## config.mk

```make
export PLATFORM = sky130hd
export DESIGN_NAME = online_bin_packing_placer
export DESIGN_NICKNAME = d
export VERILOG_FILES = /design/src/hw/rtl/obp_pkg.sv /design/src/hw/rtl/obp_ram.sv /design/src/hw/rtl/online_bin_packing_placer.sv
export SDC_FILE = /design/constraint.sdc
export NUM_CORES = 2
export LEC_CHECK = 0
export BUFFER_PORTS_ARGS = -buffer_cell sky130_fd_sc_hd__buf_4
export CORE_MARGIN = 1.5
export CORE_UTILIZATION = 35
export DETAILED_ROUTE_END_ITERATION = 10
export PLACE_DENSITY = 0.52
export RECOVER_POWER = 100
export SETUP_SLACK_MARGIN = 0.3
export SLEW_MARGIN = 40
export SYNTH_ARGS = -nofsm -noshare
export SYNTH_HDL_FRONTEND = slang
export SYNTH_MEMORY_MAX_BITS = 65536
export SYNTH_SLANG_ARGS = --single-unit
```

## constraint.sdc

```tcl
create_clock -name clk -period 34.2 [get_ports clk]
set_input_delay 1.71 -clock clk [delete_from_list [all_inputs] [get_ports clk]]
set_output_delay 1.71 -clock clk [all_outputs]
set_load 0.02 [all_outputs]
```

## src/hw/rtl/obp_pkg.sv

```systemverilog
// Shared constants, codes and types for the online bin packing placer.
// No dependencies; used by obp_ram users and the top level by scoped names.
`default_nettype none

package obp_pkg;

    localparam int MAX_BINS      = 256;
    localparam int FRACTION_BITS = 16;

    localparam int SIZE_W      = 17;
    localparam int IDX_W       = $clog2(MAX_BINS);
    localparam int CNT_W       = $clog2(MAX_BINS + 1);
    localparam int BIN_INDEX_W = 8;
    localparam int BINS_USED_W = 9;
    localparam int STATUS_W    = 2;
    localparam int MODE_W      = 2;
    localparam int CFG_INDEX_W = 2;

    localparam logic [SIZE_W-1:0] SIZE_MAX = {SIZE_W{1'b1}};
    localparam logic [SIZE_W-1:0] CAP_RESET =
        (FRACTION_BITS >= SIZE_W) ? SIZE_MAX : SIZE_W'(64'd1 << FRACTION_BITS);

    localparam logic [CNT_W-1:0] BIN_LIMIT = CNT_W'(MAX_BINS);

    // Placement rules
    localparam logic [MODE_W-1:0] MODE_NEXT  = 2'd0;
    localparam logic [MODE_W-1:0] MODE_FIRST = 2'd1;
    localparam logic [MODE_W-1:0] MODE_BEST  = 2'd2;

    // Result status codes
    localparam logic [STATUS_W-1:0] ST_EXISTING = 2'd0;
    localparam logic [STATUS_W-1:0] ST_NEW      = 2'd1;
    localparam logic [STATUS_W-1:0] ST_FULL     = 2'd2;
    localparam logic [STATUS_W-1:0] ST_OVERSIZE = 2'd3;

    // Configuration register indexes
    localparam logic [CFG_INDEX_W-1:0] REG_MODE     = 2'd0;
    localparam logic [CFG_INDEX_W-1:0] REG_CAPACITY = 2'd1;

    typedef enum logic [3:0] {
        S_IDLE   = 4'b0001,
        S_SCAN   = 4'b0010,
        S_DECIDE = 4'b0100,
        S_EMIT   = 4'b1000
    } state_t;

endpackage

`default_nettype wire

```

## src/hw/rtl/obp_ram.sv

```systemverilog
// Generic single-port-write, single-port-read RAM with a registered read.
// No dependencies.
`default_nettype none

module obp_ram #(
    parameter int WIDTH = 17,
    parameter int DEPTH = 256
) (
    input  wire logic                     clk,
    input  wire logic                     wr_en,
    input  wire logic [$clog2(DEPTH)-1:0] wr_addr,
    input  wire logic [WIDTH-1:0]         wr_data,
    input  wire logic                     rd_en,
    input  wire logic [$clog2(DEPTH)-1:0] rd_addr,
    output logic      [WIDTH-1:0]         rd_data
);

    logic [WIDTH-1:0] mem [DEPTH];

    always_ff @(posedge clk)
    begin
        if (wr_en)
        begin
            mem[wr_addr] <= wr_data;
        end
        if (rd_en)
        begin
            rd_data <= mem[rd_addr];
        end
    end

endmodule

`default_nettype wire

```

## src/hw/rtl/online_bin_packing_placer.sv

```systemverilog
// Online bin packing placer: top level with the placement sequencer.
// Depends on obp_pkg and obp_ram (bin room table).
//
// Usage:
//   Input channel (in_valid / in_stall) carries item_size and first_item.
//   Output channel (out_valid / out_stall) carries bin_index, bins_used and
//   status, one result beat for every input beat, in order.
//   Configuration: cfg_write with cfg_index and cfg_data; index 0 sets
//   placement_mode, index 1 sets bin_capacity. Write only while idle.
//   One item is worked on at a time. With n open bins (after any first_item
//   clear) the room table is read one entry per cycle, up to n entries,
//   through the single RAM read port; then the DECIDE state writes the room
//   of the chosen or new bin and the EMIT state loads the output register.
//   Next fit reads only one entry; first fit stops at the first bin that
//   fits; an oversize item skips the table and the DECIDE state, an empty
//   table skips only the table.
//   Reset empties the table (bin count zero), sets first fit and a capacity
//   of 1.0; the room memory itself is not cleared.
//   A stalled result holds in the output register; the next item may be
//   accepted meanwhile but its result waits until the register frees.
`default_nettype none

module online_bin_packing_placer (
    input  wire logic                                clk,
    input  wire logic                                rst_n,

    input  wire logic                                cfg_write,
    input  wire logic [obp_pkg::CFG_INDEX_W-1:0]     cfg_index,
    input  wire logic [obp_pkg::SIZE_W-1:0]          cfg_data,

    input  wire logic                                in_valid,
    output logic                                     in_stall,
    input  wire logic [obp_pkg::SIZE_W-1:0]          item_size,
    input  wire logic                                first_item,

    output logic                                     out_valid,
    input  wire logic                                out_stall,
    output logic      [obp_pkg::BIN_INDEX_W-1:0]     bin_index,
    output logic      [obp_pkg::BINS_USED_W-1:0]     bins_used,
    output logic      [obp_pkg::STATUS_W-1:0]        status
);

    localparam int SIZE_W = obp_pkg::SIZE_W;
    localparam int IDX_W  = obp_pkg::IDX_W;
    localparam int CNT_W  = obp_pkg::CNT_W;

    // Control state
    obp_pkg::state_t                state_reg, state_next;
    logic [obp_pkg::MODE_W-1:0]     mode_reg, mode_next;
    logic [SIZE_W-1:0]              cap_reg, cap_next;
    logic [CNT_W-1:0]               count_reg, count_next;
    logic [CNT_W-1:0]               issue_reg, issue_next;
    logic                           chk_valid_reg, chk_valid_next;
    logic                           found_reg, found_next;
    logic                           out_valid_reg, out_valid_next;

    // Payload
    logic [SIZE_W-1:0]              size_reg, size_next;
    logic [IDX_W-1:0]               chk_addr_reg, chk_addr_next;
    logic [IDX_W-1:0]               best_idx_reg, best_idx_next;
    logic [SIZE_W-1:0]              best_room_reg, best_room_next;
    logic [IDX_W-1:0]               res_idx_reg, res_idx_next;
    logic [CNT_W-1:0]               res_used_reg, res_used_next;
    logic [obp_pkg::STATUS_W-1:0]   res_status_reg, res_status_next;
    logic [IDX_W-1:0]               out_idx_reg, out_idx_next;
    logic [CNT_W-1:0]               out_used_reg, out_used_next;
    logic [obp_pkg::STATUS_W-1:0]   out_status_reg, out_status_next;

    // Room table ports
    logic                           ram_wr_en;
    logic [IDX_W-1:0]               ram_wr_addr;
    logic [SIZE_W-1:0]              ram_wr_data;
    logic                           ram_rd_en;
    logic [SIZE_W-1:0]              ram_rd_data;

    logic                           in_take;
    logic [CNT_W-1:0]               count_start;
    logic                           best_mode;
    logic                           fit;
    logic                           better;

    obp_ram #(
        .WIDTH (SIZE_W),
        .DEPTH (obp_pkg::MAX_BINS)
    ) u_room (
        .clk     (clk),
        .wr_en   (ram_wr_en),
        .wr_addr (ram_wr_addr),
        .wr_data (ram_wr_data),
        .rd_en   (ram_rd_en),
        .rd_addr (issue_reg[IDX_W-1:0]),
        .rd_data (ram_rd_data)
    );

    assign in_stall  = (state_reg != obp_pkg::S_IDLE);
    assign in_take   = in_valid && !in_stall;
    assign out_valid = out_valid_reg;
    assign bin_index = obp_pkg::BIN_INDEX_W'(out_idx_reg);
    assign bins_used = obp_pkg::BINS_USED_W'(out_used_reg);
    assign status    = out_status_reg;

    assign count_start = first_item ? '0 : count_reg;
    assign best_mode   = (mode_reg == obp_pkg::MODE_BEST);
    assign fit         = chk_valid_reg && (size_reg <= ram_rd_data);
    assign better      = !found_reg || (ram_rd_data < best_room_reg);

    always_comb
    begin
        state_next      = state_reg;
        mode_next       = mode_reg;
        cap_next        = cap_reg;
        count_next      = count_reg;
        issue_next      = issue_reg;
        chk_valid_next  = 1'b0;
        found_next      = found_reg;
        out_valid_next  = out_valid_reg && out_stall;
        size_next       = size_reg;
        chk_addr_next   = chk_addr_reg;
        best_idx_next   = best_idx_reg;
        best_room_next  = best_room_reg;
        res_idx_next    = res_idx_reg;
        res_used_next   = res_used_reg;
        res_status_next = res_status_reg;
        out_idx_next    = out_idx_reg;
        out_used_next   = out_used_reg;
        out_status_next = out_status_reg;
        ram_wr_en       = 1'b0;
        ram_wr_addr     = best_idx_reg;
        ram_wr_data     = best_room_reg - size_reg;
        ram_rd_en       = 1'b0;

        if (cfg_write)
        begin
            case (cfg_index)
                obp_pkg::REG_MODE:     mode_next = cfg_data[obp_pkg::MODE_W-1:0];
                obp_pkg::REG_CAPACITY: cap_next  = cfg_data;
                default:               ;
            endcase
        end

        unique case (state_reg)
            obp_pkg::S_IDLE:
            begin
                if (in_take)
                begin
                    size_next  = item_size;
                    count_next = count_start;
                    found_next = 1'b0;
                    if (item_size > cap_reg)
                    begin
                        res_idx_next    = '0;
                        res_used_next   = count_start;
                        res_status_next = obp_pkg::ST_OVERSIZE;
                        state_next      = obp_pkg::S_EMIT;
                    end
                    else if (count_start == '0)
                    begin
                        state_next = obp_pkg::S_DECIDE;
                    end
                    else
                    begin
                        // next fit looks only at the newest bin
                        issue_next = (mode_reg == obp_pkg::MODE_NEXT) ?
                                     count_start - 1'b1 : '0;
                        state_next = obp_pkg::S_SCAN;
                    end
                end
            end

            obp_pkg::S_SCAN:
            begin
                // issue one read a cycle, check the entry read last cycle
                if (issue_reg != count_reg)
                begin
                    ram_rd_en      = 1'b1;
                    chk_valid_next = 1'b1;
                    chk_addr_next  = issue_reg[IDX_W-1:0];
                    issue_next     = issue_reg + 1'b1;
                end
                if (fit && (!best_mode || better))
                begin
                    found_next     = 1'b1;
                    best_idx_next  = chk_addr_reg;
                    best_room_next = ram_rd_data;
                end
                if ((fit && !best_mode) || (issue_reg == count_reg))
                begin
                    chk_valid_next = 1'b0;
                    state_next     = obp_pkg::S_DECIDE;
                end
            end

            obp_pkg::S_DECIDE:
            begin
                if (found_reg)
                begin
                    ram_wr_en       = 1'b1;
                    res_idx_next    = best_idx_reg;
                    res_used_next   = count_reg;
                    res_status_next = obp_pkg::ST_EXISTING;
                end
                else if (count_reg == obp_pkg::BIN_LIMIT)
                begin
                    res_idx_next    = '0;
                    res_used_next   = count_reg;
                    res_status_next = obp_pkg::ST_FULL;
                end
                else
                begin
                    // open a new bin at the end of the table
                    ram_wr_en       = 1'b1;
                    ram_wr_addr     = count_reg[IDX_W-1:0];
                    ram_wr_data     = cap_reg - size_reg;
                    count_next      = count_reg + 1'b1;
                    res_idx_next    = count_reg[IDX_W-1:0];
                    res_used_next   = count_reg + 1'b1;
                    res_status_next = obp_pkg::ST_NEW;
                end
                state_next = obp_pkg::S_EMIT;
            end

            obp_pkg::S_EMIT:
            begin
                // hold until the output register frees
                if (!out_valid_reg || !out_stall)
                begin
                    out_valid_next  = 1'b1;
                    out_idx_next    = res_idx_reg;
                    out_used_next   = res_used_reg;
                    out_status_next = res_status_reg;
                    state_next      = obp_pkg::S_IDLE;
                end
            end

            default:
            begin
                state_next = obp_pkg::S_IDLE;
            end
        endcase
    end

    always_ff @(posedge clk or negedge rst_n)
    begin
        if (!rst_n)
        begin
            state_reg     <= obp_pkg::S_IDLE;
            mode_reg      <= obp_pkg::MODE_FIRST;
            cap_reg       <= obp_pkg::CAP_RESET;
            count_reg     <= '0;
            issue_reg     <= '0;
            chk_valid_reg <= 1'b0;
            found_reg     <= 1'b0;
            out_valid_reg <= 1'b0;
        end
        else
        begin
            state_reg     <= state_next;
            mode_reg      <= mode_next;
            cap_reg       <= cap_next;
            count_reg     <= count_next;
            issue_reg     <= issue_next;
            chk_valid_reg <= chk_valid_next;
            found_reg     <= found_next;
            out_valid_reg <= out_valid_next;
        end
    end

    always_ff @(posedge clk)
    begin
        size_reg       <= size_next;
        chk_addr_reg   <= chk_addr_next;
        best_idx_reg   <= best_idx_next;
        best_room_reg  <= best_room_next;
        res_idx_reg    <= res_idx_next;
        res_used_reg   <= res_used_next;
        res_status_reg <= res_status_next;
        out_idx_reg    <= out_idx_next;
        out_used_reg   <= out_used_next;
        out_status_reg <= out_status_next;
    end

endmodule

`default_nettype wire

```

==> impl_metrics.json <==
{
  "die_height_um": 710,
  "period_needed_ps": 14830,
  "grt_pass1_wl_mm": 671,
  "synthSimpleGateAreaFrac_pct": 1.33,
  "max-cap-violations": 199,
  "rsz0062_at_grt": "no",
  "critPathLaunch": "state_reg[1]",
  "largest_reg_flops": 4352,
  "irDropWorstVdd_mv": 0.0612,
  "synth_area_per_cell_um2": 23.8,
  "p_clk_share_pct": 27.5,
  "grt_pass1_vias": 83800,
  "ctsResizeCount": 0,
  "die_x_um": 710,
  "dieArea_um2": 504000,
  "ant_nets": 0,
  "synth_fa_ha_area_share_pct": 0.645,
  "ys_seq_area_share_pct": 77.2,
  "slew_violations": 7013,
  "fmax_mhz": 67.4,
  "ctsLongestPathBuffers": 4,
  "postCtsHoldBufs": 0,
  "root_buffer": "clkbuf_16",
  "syn_area_um2": 175000,
  "vias_per_cell": 5.49,
  "hpwl_mm": 282,
  "multi_input_area_um2": 38400,
  "finalSetupViolCount": 0,
  "synth_edf_count": 4457,
  "crit_end": "u_room.mem[161][16]",
  "cts_tree": "done",
  "r2r_setup_slack_ps": 19370,
  "setup_tns_ps": 0,
  "num-fill-cells": 43600,
  "reg2reg_from": "state_reg[1]",
  "p_leak_nw": 59.9,
  "clk_latency_ps": 1030,
  "num_rows": 259,
  "nets": 8028,
  "crit_required_ps": 34120,
  "cts_buffers": 454,
  "p_int_mw": 12.2,
  "grt_start_max_net_pins": 178,
  "synth_top_family_by_area": "multiplexers",
  "hold_path.class": "flop to flop",
  "gp_congestion": 0.785,
  "floorplan.initialDensity_pct": 35.2,
  "synth-main-ff-cell": "edfxtp_1",
  "violations": "capacitance limit, slew limit",
  "post_drt_wl_per_cell_um": 32.4,
  "status": "complete, but fails checks",
  "skew_ps": 54.7,
  "p_sw_mw": 5.48,
  "firstDrtPassIters": 6,
  "r2r-end": "u_room.mem[161][16]",
  "sw_frac_of_total_pct": 31.0,
  "fin_area_um2": 199000,
  "drc": 0,
  "grt_overflow": 0,
  "regMostFlops": "u_room.mem",
  "seqCellArea_um2": 135000,
  "utilization_pct": 40.0,
  "power_density_nw_per_um2": 88.8,
  "synth_top_area_cell": "edfxtp_1",
  "clkTransAtPathRegs_ps": 60,
  "synth_compound_area_share_pct": 0.824,
  "async_flop_share_pct": 0.978,
  "antenna_found_initial": 30,
  "postCtsSetupBuffers": 0,
  "post_dp_cell_area_um2": 187000,
  "area_growth_pct": 13.8,
  "critPathMaxFanout": 126,
  "synth_cells": 7352,
  "drive_gt1_share_pct": 27.8,
  "clock_sinks": 4501,
  "slew_headroom_pct": -396,
  "drt_iter0_markers": 9964,
  "yosys-top-cells-area": "edfxtp_1 77%, mux4_2 18%, nor2_1 0.65%",
  "synth.mux.area_fraction_pct": 18.8,
  "final_cell_mix": "4457 x edfxtp_1, 1422 x mux4_2, 460 x clkbuf_1",
  "synth.distinct_cells": 65,
  "crit_arrival_ps": 14750,
  "final_common_cell": "edfxtp_1",
  "ys.warnings.count": 0,
  "end_kind": "flop",
  "timing.final.crit_share_pct": 43.4,
  "syn-num-nets": 7483,
  "power_frac_seq_pct": 44.2,
  "startpoint_type": "flop",
  "core_um2": 497000,
  "critPathKind": "flop to flop",
  "synthXorXnorAreaFrac_pct": 0.175,
  "cts_max_level": 5,
  "pwr-share-comb_pct": 28.3,
  "reg2reg_depth": 10,
  "wl_mm": 484,
  "track_usage_pct": 18.9,
  "ioPinCount": 63,
  "hold_viol": 0,
  "worst_pin_slew_ps": 7440,
  "via_count": 82100,
  "synth.top_cell.area_share_pct": 76.5,
  "ys_seq_elements": 4501,
  "io_buffers": 62
}
==> worst max-delay path, cell delays in order, from the launching register on <==
cell,delay [ps]
dfrtp_1,440
or4b_2,920
nor3_1,500
clkbuf_1,1710
or3_1,250
mux2i_1,70
a211oi_1,500
xor2_4,170
clkbuf_1,2150
clkbuf_1,2440
clkbuf_1,4330
==> metrics by stage <==
stage | hold WS [ps] | instances | setup WS (ps) | power, mW
2_1_floorplan | 400 | 7352 | 19900 | 11.3
3_3_place_gp | 403 | 14000 | 27010 | 12.6
3_5_place_dp | 405 | 14100 | 27280 | 12.8
4_1_cts | 416 | 14900 | 27230 | 17.7
5_1_grt | 423 | 14900 | 18040 | 18.3
6_report | 416 | 14900 | 19370 | 17.7
==> final cells by class <==
cell class	instances	area share (%)
sequential	4501	67.8
multi-input combinational	2380	19.3
clock buffer	548	5.94
tap	6655	4.18
clock inverter	280	1.29
timing repair buffer	476	1.26
inverter	84	0.158
antenna	24	0.0302
==> worst min path at each step <==
| stage | startpoint | endpoint | slack, ps | cells past startpoint |
|---|---|---|---|---|
| 6_report | chk_addr_reg[2] | best_idx_reg[2] | 420 | 0 |
| 5_1_grt | chk_addr_reg[2] | best_idx_reg[2] | 420 | 0 |
| 4_1_cts | res_idx_reg[2] | bin_index[2] | 420 | 0 |
| 3_5_place_dp | chk_addr_reg[0] | best_idx_reg[0] | 400 | 0 |
| 3_3_place_gp | chk_addr_reg[4] | best_idx_reg[4] | 400 | 0 |
| 2_1_floorplan | chk_addr_reg[0] | best_idx_reg[0] | 400 | 0 |
==> per-layer routing <==
| metal | vias to the layer above | track usage (%) | part of all wire, % |
|---|---|---|---|
| met5 | - | 0 | 0.015 |
| met4 | 10 | 4.18 | 2.5 |
| met3 | 593 | 3.18 | 7.1 |
| met2 | 3135 | 31.0 | 48 |
| met1 | 45600 | 26.6 | 42 |
| li1 | 32700 | - | - |
==> synthesized netlist by cell type, drive strengths merged, types with 6 or more instances <==
cell type  instances
buf              165
clkbuf           222
nor2b             15
o22ai              6
mux2              34
a21oi             63
nor2             305
edfxtp          4457
inv               84
o21a              13
o21ai             68
dfrtp             41
nand2b            11
ha                87
o211ai             6
a21o              14
nand4             11
mux2i             40
nand2             89
nor3              22
xnor2             17
or3               10
xor2              18
or2                6
nand3             25
o31ai              9
nand3b            17
mux4            1422
a211oi             8
==> cells by family after synthesis <==
family          after synthesis
compound gates              230
xor+xnor                     35
fa+ha+maj                    89
buf+inv                     471
flops                      4501
mux                        1496
simple gates                530
==> power groups by stage <==
stage               Sequential (mW)  Combinational [mW]  Clock [mW]
finish                         7.81                5.01        4.86
global route                   7.84                5.32        5.15
detailed placement             7.66                5.18           0
global placement               7.66                4.96           0
floorplan                      8.30                3.05           0
CTS                            7.54                5.19        4.95
(Power assumes the default switching activity.)
